`config.mk`:
```
export PLATFORM = sky130hd
export DESIGN_NAME = block_edge_deblock_segment
export DESIGN_NICKNAME = d
export VERILOG_FILES = /design/src/hw/rtl/bed_pkg.sv /design/src/hw/rtl/bed_prep.sv /design/src/hw/rtl/bed_decide.sv /design/src/hw/rtl/bed_select.sv /design/src/hw/rtl/block_edge_deblock_segment.sv
export SDC_FILE = /design/constraint.sdc
export NUM_CORES = 1
export LEC_CHECK = 0
export ABC_CLOCK_PERIOD_IN_PS = 4700
export BUFFER_PORTS_ARGS = -buffer_cell sky130_fd_sc_hd__buf_4
export CAP_MARGIN = 20
export CORE_AREA = 4 4 249 251
export DETAILED_ROUTE_END_ITERATION = 12
export DIE_AREA = 0 0 253 255
export PLACE_DENSITY = 0.66
export SLEW_MARGIN = 10
export SYNTH_ARGS = -nofsm -noshare
export SYNTH_HDL_FRONTEND = slang
export SYNTH_HIERARCHICAL = 1
export SYNTH_SLANG_ARGS = --single-unit
```
`constraint.sdc`:
```
create_clock -name i_clk -period 4.7 [get_ports i_clk]
set_input_delay 0.47 -clock i_clk [delete_from_list [all_inputs] [get_ports i_clk]]
set_output_delay 0.47 -clock i_clk [all_outputs]
set_load 0.01 [all_outputs]
```
`src/hw/rtl/bed_pkg.sv`:
```
// ----------------------------------------------------------------------------
// bed_pkg
// Shared types, codes and helpers for the edge deblocking segment filter.
// ----------------------------------------------------------------------------
package bed_pkg;

    // cap on the threshold before squaring for the inter tests
    localparam logic [2:0] NTT_CAP = 3'd5;

    typedef enum logic [1:0] {
        BR_NONE   = 2'd0,
        BR_INTRA  = 2'd1,
        BR_STRONG = 2'd2,
        BR_WEAK   = 2'd3
    } t_branch;

    typedef struct packed {
        logic [7:0] outer_e2;
        logic [7:0] outer_e1;
        logic [7:0] outer_e0;
        logic [7:0] inner_i0;
        logic [7:0] inner_i1;
        logic [7:0] inner_i2;
        logic [7:0] inner_i3;
        logic [8:0] threshold;
        logic       intra_mode;
        logic       outer_blend;
    } t_in_word;

    typedef struct packed {
        logic [7:0] new_e1;
        logic [7:0] new_e0;
        logic [7:0] new_i0;
        logic [7:0] new_i1;
        logic [7:0] new_i2;
        t_branch    branch_taken;
        logic       abandon_line;
    } t_out_word;

    // after stage 1: pixels, first-level tests, averages, weak filter taps
    typedef struct packed {
        logic [7:0] e2;
        logic [7:0] e1;
        logic [7:0] e0;
        logic [7:0] i0;
        logic [7:0] i1;
        logic [7:0] i2;
        logic [7:0] i3;
        logic [8:0] th;
        logic       th_nz;
        logic       intra;
        logic       blend;
        logic [4:0] ntt;
        logic [7:0] gi;
        logic [7:0] ge;
        logic       intra_p1;
        logic       inter_p1;
        logic [7:0] avg;
        logic [7:0] m;
        logic [7:0] w_e1;
        logic [7:0] w_e0;
        logic [7:0] w_i0;
        logic [7:0] w_i1;
    } t_s1_word;

    // after stage 2: decision plus every candidate value
    typedef struct packed {
        logic [7:0] e1;
        logic [7:0] e0;
        logic [7:0] i0;
        logic [7:0] i1;
        logic [7:0] i2;
        logic [7:0] avg;
        logic [7:0] b_e1;
        logic [7:0] b_i1;
        logic [7:0] s_i0;
        logic [7:0] s_i1;
        logic [7:0] s_i2;
        logic [7:0] w_e1;
        logic [7:0] w_e0;
        logic [7:0] w_i0;
        logic [7:0] w_i1;
        t_branch    branch;
        logic       abandon;
    } t_s2_word;

    function automatic logic [7:0] absdiff(input logic [7:0] a, input logic [7:0] b);
        absdiff = (a > b) ? (a - b) : (b - a);
    endfunction

endpackage

```
`src/hw/rtl/bed_prep.sv`:
```
// ----------------------------------------------------------------------------
// bed_prep
// Stage 1: edge differences, first-level tests, averages and weak filter taps.
// ----------------------------------------------------------------------------
module bed_prep
    import bed_pkg::*;
(
    input  logic     i_clk,
    input  logic     i_rst_n,
    input  logic     i_valid,
    output logic     o_ready,
    input  t_in_word i_data,
    output logic     o_valid,
    input  logic     i_ready,
    output t_s1_word o_data
);

    logic     r_valid;
    t_s1_word r_data;
    t_s1_word n_data;

    logic [2:0]  t5;
    logic [10:0] avg_sum;
    logic [9:0]  m_sum;
    logic [9:0]  we1_sum;
    logic [10:0] we0_sum;
    logic [10:0] wi0_sum;
    logic [9:0]  wi1_sum;

    always_comb begin
        n_data.e2    = i_data.outer_e2;
        n_data.e1    = i_data.outer_e1;
        n_data.e0    = i_data.outer_e0;
        n_data.i0    = i_data.inner_i0;
        n_data.i1    = i_data.inner_i1;
        n_data.i2    = i_data.inner_i2;
        n_data.i3    = i_data.inner_i3;
        n_data.th    = i_data.threshold;
        n_data.th_nz = (i_data.threshold != 9'd0);
        n_data.intra = i_data.intra_mode;
        n_data.blend = i_data.outer_blend;

        t5 = (i_data.threshold < 9'(NTT_CAP)) ? i_data.threshold[2:0] : NTT_CAP;
        n_data.ntt = 5'(6'(t5) * 6'(t5));

        n_data.gi = absdiff(i_data.inner_i0, i_data.inner_i1);
        n_data.ge = absdiff(i_data.outer_e0, i_data.outer_e1);
        n_data.intra_p1 = ({1'b0, absdiff(i_data.outer_e1, i_data.inner_i1)}
                           < i_data.threshold);
        n_data.inter_p1 = ({1'b0, absdiff(i_data.inner_i0, i_data.outer_e0)}
                           < {4'd0, n_data.ntt});

        avg_sum = 11'(i_data.outer_e2) + {2'd0, i_data.outer_e1, 1'b0}
                + 11'(i_data.outer_e0) + 11'(i_data.inner_i0)
                + {2'd0, i_data.inner_i1, 1'b0} + 11'(i_data.inner_i2) + 11'd4;
        n_data.avg = avg_sum[10:3];

        m_sum = 10'(i_data.outer_e0) + 10'(i_data.inner_i0)
              + 10'(i_data.outer_e1) + 10'(i_data.inner_i1) + 10'd2;
        n_data.m = m_sum[9:2];

        we1_sum = 10'(i_data.outer_e2) + 10'(i_data.outer_e1)
                + 10'(i_data.outer_e0) + 10'(i_data.inner_i0) + 10'd2;
        we0_sum = 11'(i_data.outer_e2) + {2'd0, i_data.outer_e1, 1'b0}
                + {2'd0, i_data.outer_e0, 1'b0} + {2'd0, i_data.inner_i0, 1'b0}
                + 11'(i_data.inner_i1) + 11'd4;
        wi0_sum = 11'(i_data.inner_i2) + {2'd0, i_data.inner_i1, 1'b0}
                + {2'd0, i_data.inner_i0, 1'b0} + {2'd0, i_data.outer_e0, 1'b0}
                + 11'(i_data.outer_e1) + 11'd4;
        wi1_sum = 10'(i_data.inner_i2) + 10'(i_data.inner_i1)
                + 10'(i_data.inner_i0) + 10'(i_data.outer_e0) + 10'd2;
        n_data.w_e1 = we1_sum[9:2];
        n_data.w_e0 = we0_sum[10:3];
        n_data.w_i0 = wi0_sum[10:3];
        n_data.w_i1 = wi1_sum[9:2];
    end

    assign o_ready = !r_valid || i_ready;

    always_ff @(posedge i_clk) begin
        if (!i_rst_n) begin
            r_valid <= 1'b0;
        end else if (o_ready) begin
            r_valid <= i_valid;
        end
    end

    always_ff @(posedge i_clk) begin
        if (o_ready && i_valid) begin
            r_data <= n_data;
        end
    end

    assign o_valid = r_valid;
    assign o_data  = r_data;

endmodule

```
`src/hw/rtl/bed_decide.sv`:
```
// ----------------------------------------------------------------------------
// bed_decide
// Stage 2: second-level tests, branch choice, strong and blend candidates.
// ----------------------------------------------------------------------------
module bed_decide
    import bed_pkg::*;
(
    input  logic     i_clk,
    input  logic     i_rst_n,
    input  logic     i_valid,
    output logic     o_ready,
    input  t_s1_word i_data,
    output logic     o_valid,
    input  logic     i_ready,
    output t_s2_word o_data
);

    logic     r_valid;
    t_s2_word r_data;
    t_s2_word n_data;

    logic        intra_p2;
    logic        strong_ok;
    logic        grad_fail;
    logic [8:0]  be1_sum;
    logic [8:0]  bi1_sum;
    logic [10:0] si0_sum;
    logic [9:0]  si1_sum;
    logic [10:0] si2_sum;

    always_comb begin
        intra_p2 = ({1'b0, absdiff(i_data.e1, i_data.avg)} < i_data.th)
                && ({1'b0, absdiff(i_data.e2, i_data.avg)} < i_data.th)
                && ({1'b0, absdiff(i_data.i1, i_data.avg)} < i_data.th)
                && ({1'b0, absdiff(i_data.i2, i_data.avg)} < i_data.th);
        strong_ok = ({i_data.gi, 2'b00} < {5'd0, i_data.ntt})
                 && ({i_data.ge, 2'b00} < {5'd0, i_data.ntt});
        grad_fail = (i_data.gi >= {3'd0, i_data.ntt})
                 || (i_data.ge >= {3'd0, i_data.ntt});

        // blend the average with e2 and i2 when blend is set, else with e1 and i1
        be1_sum = 9'(i_data.avg) + 9'(i_data.blend ? i_data.e2 : i_data.e1) + 9'd1;
        bi1_sum = 9'(i_data.avg) + 9'(i_data.blend ? i_data.i2 : i_data.i1) + 9'd1;

        si0_sum = 11'(i_data.i2) + {2'd0, i_data.i1, 1'b0} + {1'b0, i_data.m, 2'b00}
                + 11'(i_data.e1) + 11'd4;
        si1_sum = 10'(i_data.i2) + 10'(i_data.i1) + {1'b0, i_data.m, 1'b0} + 10'd2;
        si2_sum = {2'd0, i_data.i3, 1'b0} + {2'd0, i_data.i2, 1'b0} + 11'(i_data.i2)
                + 11'(i_data.i1) + {2'd0, i_data.m, 1'b0} + 11'd4;

        n_data.e1   = i_data.e1;
        n_data.e0   = i_data.e0;
        n_data.i0   = i_data.i0;
        n_data.i1   = i_data.i1;
        n_data.i2   = i_data.i2;
        n_data.avg  = i_data.avg;
        n_data.b_e1 = be1_sum[8:1];
        n_data.b_i1 = bi1_sum[8:1];
        n_data.s_i0 = si0_sum[10:3];
        n_data.s_i1 = si1_sum[9:2];
        n_data.s_i2 = si2_sum[10:3];
        n_data.w_e1 = i_data.w_e1;
        n_data.w_e0 = i_data.w_e0;
        n_data.w_i0 = i_data.w_i0;
        n_data.w_i1 = i_data.w_i1;

        n_data.branch  = BR_NONE;
        n_data.abandon = 1'b0;
        if (i_data.th_nz) begin
            if (i_data.intra) begin
                if (i_data.intra_p1) begin
                    if (intra_p2) begin
                        n_data.branch = BR_INTRA;
                    end else begin
                        n_data.abandon = 1'b1;
                    end
                end
            end else if (i_data.inter_p1) begin
                if (strong_ok) begin
                    n_data.branch = BR_STRONG;
                end else if (grad_fail) begin
                    n_data.abandon = 1'b1;
                end else begin
                    n_data.branch = BR_WEAK;
                end
            end
        end
    end

    assign o_ready = !r_valid || i_ready;

    always_ff @(posedge i_clk) begin
        if (!i_rst_n) begin
            r_valid <= 1'b0;
        end else if (o_ready) begin
            r_valid <= i_valid;
        end
    end

    always_ff @(posedge i_clk) begin
        if (o_ready && i_valid) begin
            r_data <= n_data;
        end
    end

    assign o_valid = r_valid;
    assign o_data  = r_data;

endmodule

```
`src/hw/rtl/bed_select.sv`:
```
// ----------------------------------------------------------------------------
// bed_select
// Stage 3: pick the pixels of the taken branch into the output register.
// ----------------------------------------------------------------------------
module bed_select
    import bed_pkg::*;
(
    input  logic      i_clk,
    input  logic      i_rst_n,
    input  logic      i_valid,
    output logic      o_ready,
    input  t_s2_word  i_data,
    output logic      o_valid,
    input  logic      i_ready,
    output t_out_word o_data
);

    logic      r_valid;
    t_out_word r_data;
    t_out_word n_data;

    always_comb begin
        n_data.new_e1       = i_data.e1;
        n_data.new_e0       = i_data.e0;
        n_data.new_i0       = i_data.i0;
        n_data.new_i1       = i_data.i1;
        n_data.new_i2       = i_data.i2;
        n_data.branch_taken = i_data.branch;
        n_data.abandon_line = i_data.abandon;
        case (i_data.branch)
            BR_INTRA: begin
                n_data.new_e1 = i_data.b_e1;
                n_data.new_e0 = i_data.avg;
                n_data.new_i0 = i_data.avg;
                n_data.new_i1 = i_data.b_i1;
            end
            BR_STRONG: begin
                n_data.new_i0 = i_data.s_i0;
                n_data.new_i1 = i_data.s_i1;
                n_data.new_i2 = i_data.s_i2;
            end
            BR_WEAK: begin
                n_data.new_e1 = i_data.w_e1;
                n_data.new_e0 = i_data.w_e0;
                n_data.new_i0 = i_data.w_i0;
                n_data.new_i1 = i_data.w_i1;
            end
            default: begin
            end
        endcase
    end

    assign o_ready = !r_valid || i_ready;

    always_ff @(posedge i_clk) begin
        if (!i_rst_n) begin
            r_valid <= 1'b0;
        end else if (o_ready) begin
            r_valid <= i_valid;
        end
    end

    always_ff @(posedge i_clk) begin
        if (o_ready && i_valid) begin
            r_data <= n_data;
        end
    end

    assign o_valid = r_valid;
    assign o_data  = r_data;

endmodule

```
`src/hw/rtl/block_edge_deblock_segment.sv`:
```
// ----------------------------------------------------------------------------
// block_edge_deblock_segment
// Deblocking filter for one seven-pixel segment across a block edge.
// ----------------------------------------------------------------------------
// Takes one segment word per clock while o_in_ready is high and returns one
// result word per segment, in order, from the output register.
// The three register stages (edge tests and averages, branch decision and
// filter candidates, pixel selection into the output register) each hold
// one word, so a stalled output keeps taking input until all three fill.
module block_edge_deblock_segment
    import bed_pkg::*;
(
    input  logic      i_clk,
    input  logic      i_rst_n,
    input  logic      i_in_valid,
    output logic      o_in_ready,
    input  t_in_word  i_in_word,
    output logic      o_out_valid,
    input  logic      i_out_ready,
    output t_out_word o_out_word
);

    logic     s1_valid;
    logic     s1_ready;
    t_s1_word s1_data;
    logic     s2_valid;
    logic     s2_ready;
    t_s2_word s2_data;

    bed_prep u_prep (
        .i_clk   (i_clk),
        .i_rst_n (i_rst_n),
        .i_valid (i_in_valid),
        .o_ready (o_in_ready),
        .i_data  (i_in_word),
        .o_valid (s1_valid),
        .i_ready (s1_ready),
        .o_data  (s1_data)
    );

    bed_decide u_decide (
        .i_clk   (i_clk),
        .i_rst_n (i_rst_n),
        .i_valid (s1_valid),
        .o_ready (s1_ready),
        .i_data  (s1_data),
        .o_valid (s2_valid),
        .i_ready (s2_ready),
        .o_data  (s2_data)
    );

    bed_select u_select (
        .i_clk   (i_clk),
        .i_rst_n (i_rst_n),
        .i_valid (s2_valid),
        .o_ready (s2_ready),
        .i_data  (s2_data),
        .o_valid (o_out_valid),
        .i_ready (i_out_ready),
        .o_data  (o_out_word)
    );

    // a filtered word never flags the line as abandoned
    a_branch_no_abandon: assert property (@(posedge i_clk) disable iff (!i_rst_n)
        o_out_valid && (o_out_word.branch_taken != BR_NONE) |-> !o_out_word.abandon_line)
        else $error("branch taken together with abandon");

    // hold stage 1 while stage 2 is stalled
    a_s1_hold: assert property (@(posedge i_clk) disable iff (!i_rst_n)
        s1_valid && !s1_ready |=> s1_valid && $stable(s1_data))
        else $error("stage 1 word lost under stall");

    // hold stage 2 while the output register is stalled
    a_s2_hold: assert property (@(posedge i_clk) disable iff (!i_rst_n)
        s2_valid && !s2_ready |=> s2_valid && $stable(s2_data))
        else $error("stage 2 word lost under stall");

    // a first stage that is empty or passing its word on always takes input
    a_empty_ready: assert property (@(posedge i_clk) disable iff (!i_rst_n)
        !s1_valid || s1_ready |-> o_in_ready)
        else $error("input stalled with room in stage 1");

endmodule

```
==> flow_summary.ini <==
[run_status]
status = complete, no violations

[cts]
cts_max_level = 2
numClockSinks = 307
cts_buffers = 36
clk_latency_ps = 570
clockBufferDepth = 3
clk_pin_slew_ps = 60
cts_root_buffer = clkbuf_16
cts.hold.buffers_added = 0
cts_tree = yes

[floorplan]
io_pins = 116
core_area_sq_um = 59900
die_w_um = 253
design.die.area_sq_um = 64500
rows = 90
initial_core_util = 0.395
die_h_um = 255

[logic_synthesis]
syn_area_per_cell_sq_um = 11.9
syn-num-nets = 2528
synth_edf_count = 304
syn_area_sq_um = 23700
ys_async_sr_fraction = 0
synth_top_flop_cell = edfxtp_1
yosys.cell_types.count = 84
yosysSeqAreaShare = 0.388
yosysWarnings = 6
syn_inst = 1989
ys_ff_latch = 307

[detailed_routing]
num_vias = 16100
ant_nets = 0
first_iter_violations = 1146
routed_wl_um = 68400
avgViaCountPerCell = 5.36
wl_per_cell_um = 22.8
drtPass1Iterations = 6
drc_errors = 0

[critical_path]
critPathSlowestCell = or4b_4
crit_chain = buf_4 > ha_1 > inv_2 > fa_2 > a21oi_2 > o21ai_2 > a211oi_4 > or4b_4 > a41oi_2 > o21ai_1 > nand2_1 > xor2_2 > ha_4 > a22oi_2 > nand2_1 > a221oi_1 > o32a_1 > o311ai_0 > a311oi_1 > buf_4 > o22ai_1
cp-end-kind = register
path_class = reg2reg
critPathLaunchType = register
cp_data_arrival_time_ps = 4760
slowest_delay_ps = 540
path_max_fanout = 4
worstRegToRegCells = 21
cp.required_ps = 4990

[global_routing]
grt_pass1_vias = 16900
grt_max_degree = 86
grt-busiest-layer = met2
met1_usage = 0.266
grt-ovfl-total = 0
grt_use_met2 = 0.362
grt_pass1_wl_um = 102000
track_usage = 0.211
use_met3 = 0.0348
grt_antenna_before_repair = 2

[final_layout]
area_growth_pct = 15.3
post-route-util = 0.456
finish.instance_area_sq_um = 27300
diodes = 0
fin_nets = 2732
layout.cells.non_filler = 3001
drive_gt1_frac = 0.147

[pwr]
vdd_ir_drop_max_mv = 0.282
power_leakage_uw = 0.0118
powerDensity_nw_per_um2 = 553

[sta]
final.setup.tns_ps = 0
final.setup_skew_ps = 32.9
period_share = 0.952
tightest_slew_ps = 986
clock.fmax_mhz = 223
hold_viol = 0
slew_viol_final = 0
min_period_ps = 4470
slew_headroom = 0.342
grt_setup_unrepaired = false
whs_ps = 81.8
finalSetupViolCount = 0

[placed_design]
port_buffers = 115
routabilityCongestion = 0.893
place_hpwl_um = 54300
dp_cells = 2930
placed_cell_area_sq_um = 25900

[min_path]
holdPathStages = 1
hold_path.class = in2reg

[flow_run]
maxCapViolCount = 0
## layout make-up
| class | instances | area [sq um] |
|---|---|---|
| fill | 5492 | 32600 |
| multi-input combinational | 1382 | 13400 |
| sequential | 307 | 9190 |
| timing repair buffer | 191 | 1490 |
| inverter | 275 | 1040 |
| tap | 782 | 978 |
| clock buffer | 43 | 927 |
| clock inverter | 21 | 270 |
## final timing paths
path	slack [ps]	start	end
setup / recovery	230	u_prep/o_data[40]$_DFFE_PP_	u_decide/o_data[0]$_SDFFCE_PN0P_
setup reg to reg	230	u_prep/o_data[40]$_DFFE_PP_	u_decide/o_data[0]$_SDFFCE_PN0P_
hold reg to reg	420	u_prep/o_data[121]$_DFFE_PP_	u_decide/o_data[113]$_DFFE_PP_
hold / removal	80	i_in_word[14]	u_prep/o_data[86]$_DFFE_PP_
## kinds of logic (layout without fill, tap and decap cells)
family	after synthesis	in the layout	synth area share
AO/OA/AOI/OAI	375	375	0.102
flip-flops	307	307	0.388
AND/OR/NAND/NOR	342	342	0.0724
adder cells (fa/ha/maj)	468	468	0.299
other	1	1	0.000158
multiplexers	91	91	0.0491
XOR/XNOR	105	105	0.0389
buffers and inverters	300	530	0.0510
## per-stage QoR
step	worst slack (ps)	power [uW]
2_1_floorplan	16.8	9660
3_5_place_dp	4.80	12000
6_report	225	15100
5_1_grt	23.8	16300
4_1_cts	26.1	15000
3_3_place_gp	30.6	11800
## worst max-delay path: cells and delay by family (launching register included)
family / cells / cell delay [ps]
and+or+nand+nor: 3 / 720
AOI/OAI and AO/OA: 11 / 1750
DFF: 1 / 480
buffers and inverters: 3 / 440
xor gates and xnor gates: 1 / 200
adders and majority gates: 3 / 640
## sequential cells by signal, summed over array words and instances (netlist names)
name              count
u_prep/o_data       138
u_decide/o_data     123
u_select/o_data      43
u_decide/o_valid      1
u_prep/o_valid        1
u_select/o_valid      1
## report_power, final
| part | switching, uW | internal (uW) | leakage [uW] | total, uW |
|---|---|---|---|---|
| clock network | 1170 | 1700 | 0.000587 | 2880 |
| logic | 4470 | 3560 | 0.00834 | 8030 |
| registers | 259 | 3940 | 0.00291 | 4200 |
## repair_timing
item	CTS	global route
setup endpoints to repair	0	2
buffers inserted	0	7
endpoints found under the hold margin	0	0
resized for setup	0	32
## synth_stat cells, types with 18 or more instances
cell	count	share of area
nor2b_1	29	0.0077
mux2i_1	47	0.020
mux2_2	26	0.012
a21oi_1	129	0.027
a21o_1	42	0.013
fa_1	162	0.14
xnor2_1	75	0.028
edfxtp_1	304	0.39
nand4_1	18	0.0048
ha_1	306	0.16
xor2_1	30	0.011
o21bai_1	24	0.0076
o21ai_0	71	0.015
o21a_1	21	0.0067
nand2b_1	20	0.0053
nand2_1	62	0.0098
nor2_1	109	0.017
inv_1	275	0.044
nor3_1	27	0.0057
## layer usage
layer  routed length, um  up-vias
met2               32900      466
met1               28500     8005
met5                  31        -
li1                    -     7466
met4                3540        4
met3                3440      143
## cell usage in the layout, fill, tap and decap left out, types with 6 or more instances in the layout
| cell | synthesis | final |
|---|---|---|
| and3_1 | 9 | 9 |
| nor3_1 | 27 | 26 |
| edfxtp_1 | 304 | 304 |
| a211oi_1 | 11 | 10 |
| a21oi_1 | 129 | 127 |
| xnor2_1 | 75 | 75 |
| nand2b_1 | 20 | 20 |
| nor2b_1 | 29 | 29 |
| nand2_1 | 62 | 62 |
| mux4_2 | 13 | 13 |
| fa_1 | 162 | 159 |
| nand4_1 | 18 | 18 |
| a21o_1 | 42 | 42 |
| buf_4 | 3 | 184 |
| inv_1 | 275 | 273 |
| a211o_1 | 6 | 6 |
| nor2_1 | 109 | 107 |
| nor4_1 | 7 | 6 |
| clkbuf_1 | 3 | 7 |
| ha_1 | 306 | 304 |
| and2_1 | 12 | 9 |
| mux2_2 | 26 | 26 |
| o21bai_1 | 24 | 24 |
| xor2_1 | 30 | 29 |
| clkbuf_16 | 0 | 36 |
| o21a_1 | 21 | 21 |
| mux2i_1 | 47 | 45 |
| nand3_1 | 17 | 16 |
| o21ai_0 | 71 | 70 |
No activity file was read; power rests on OpenSTA's default activity.
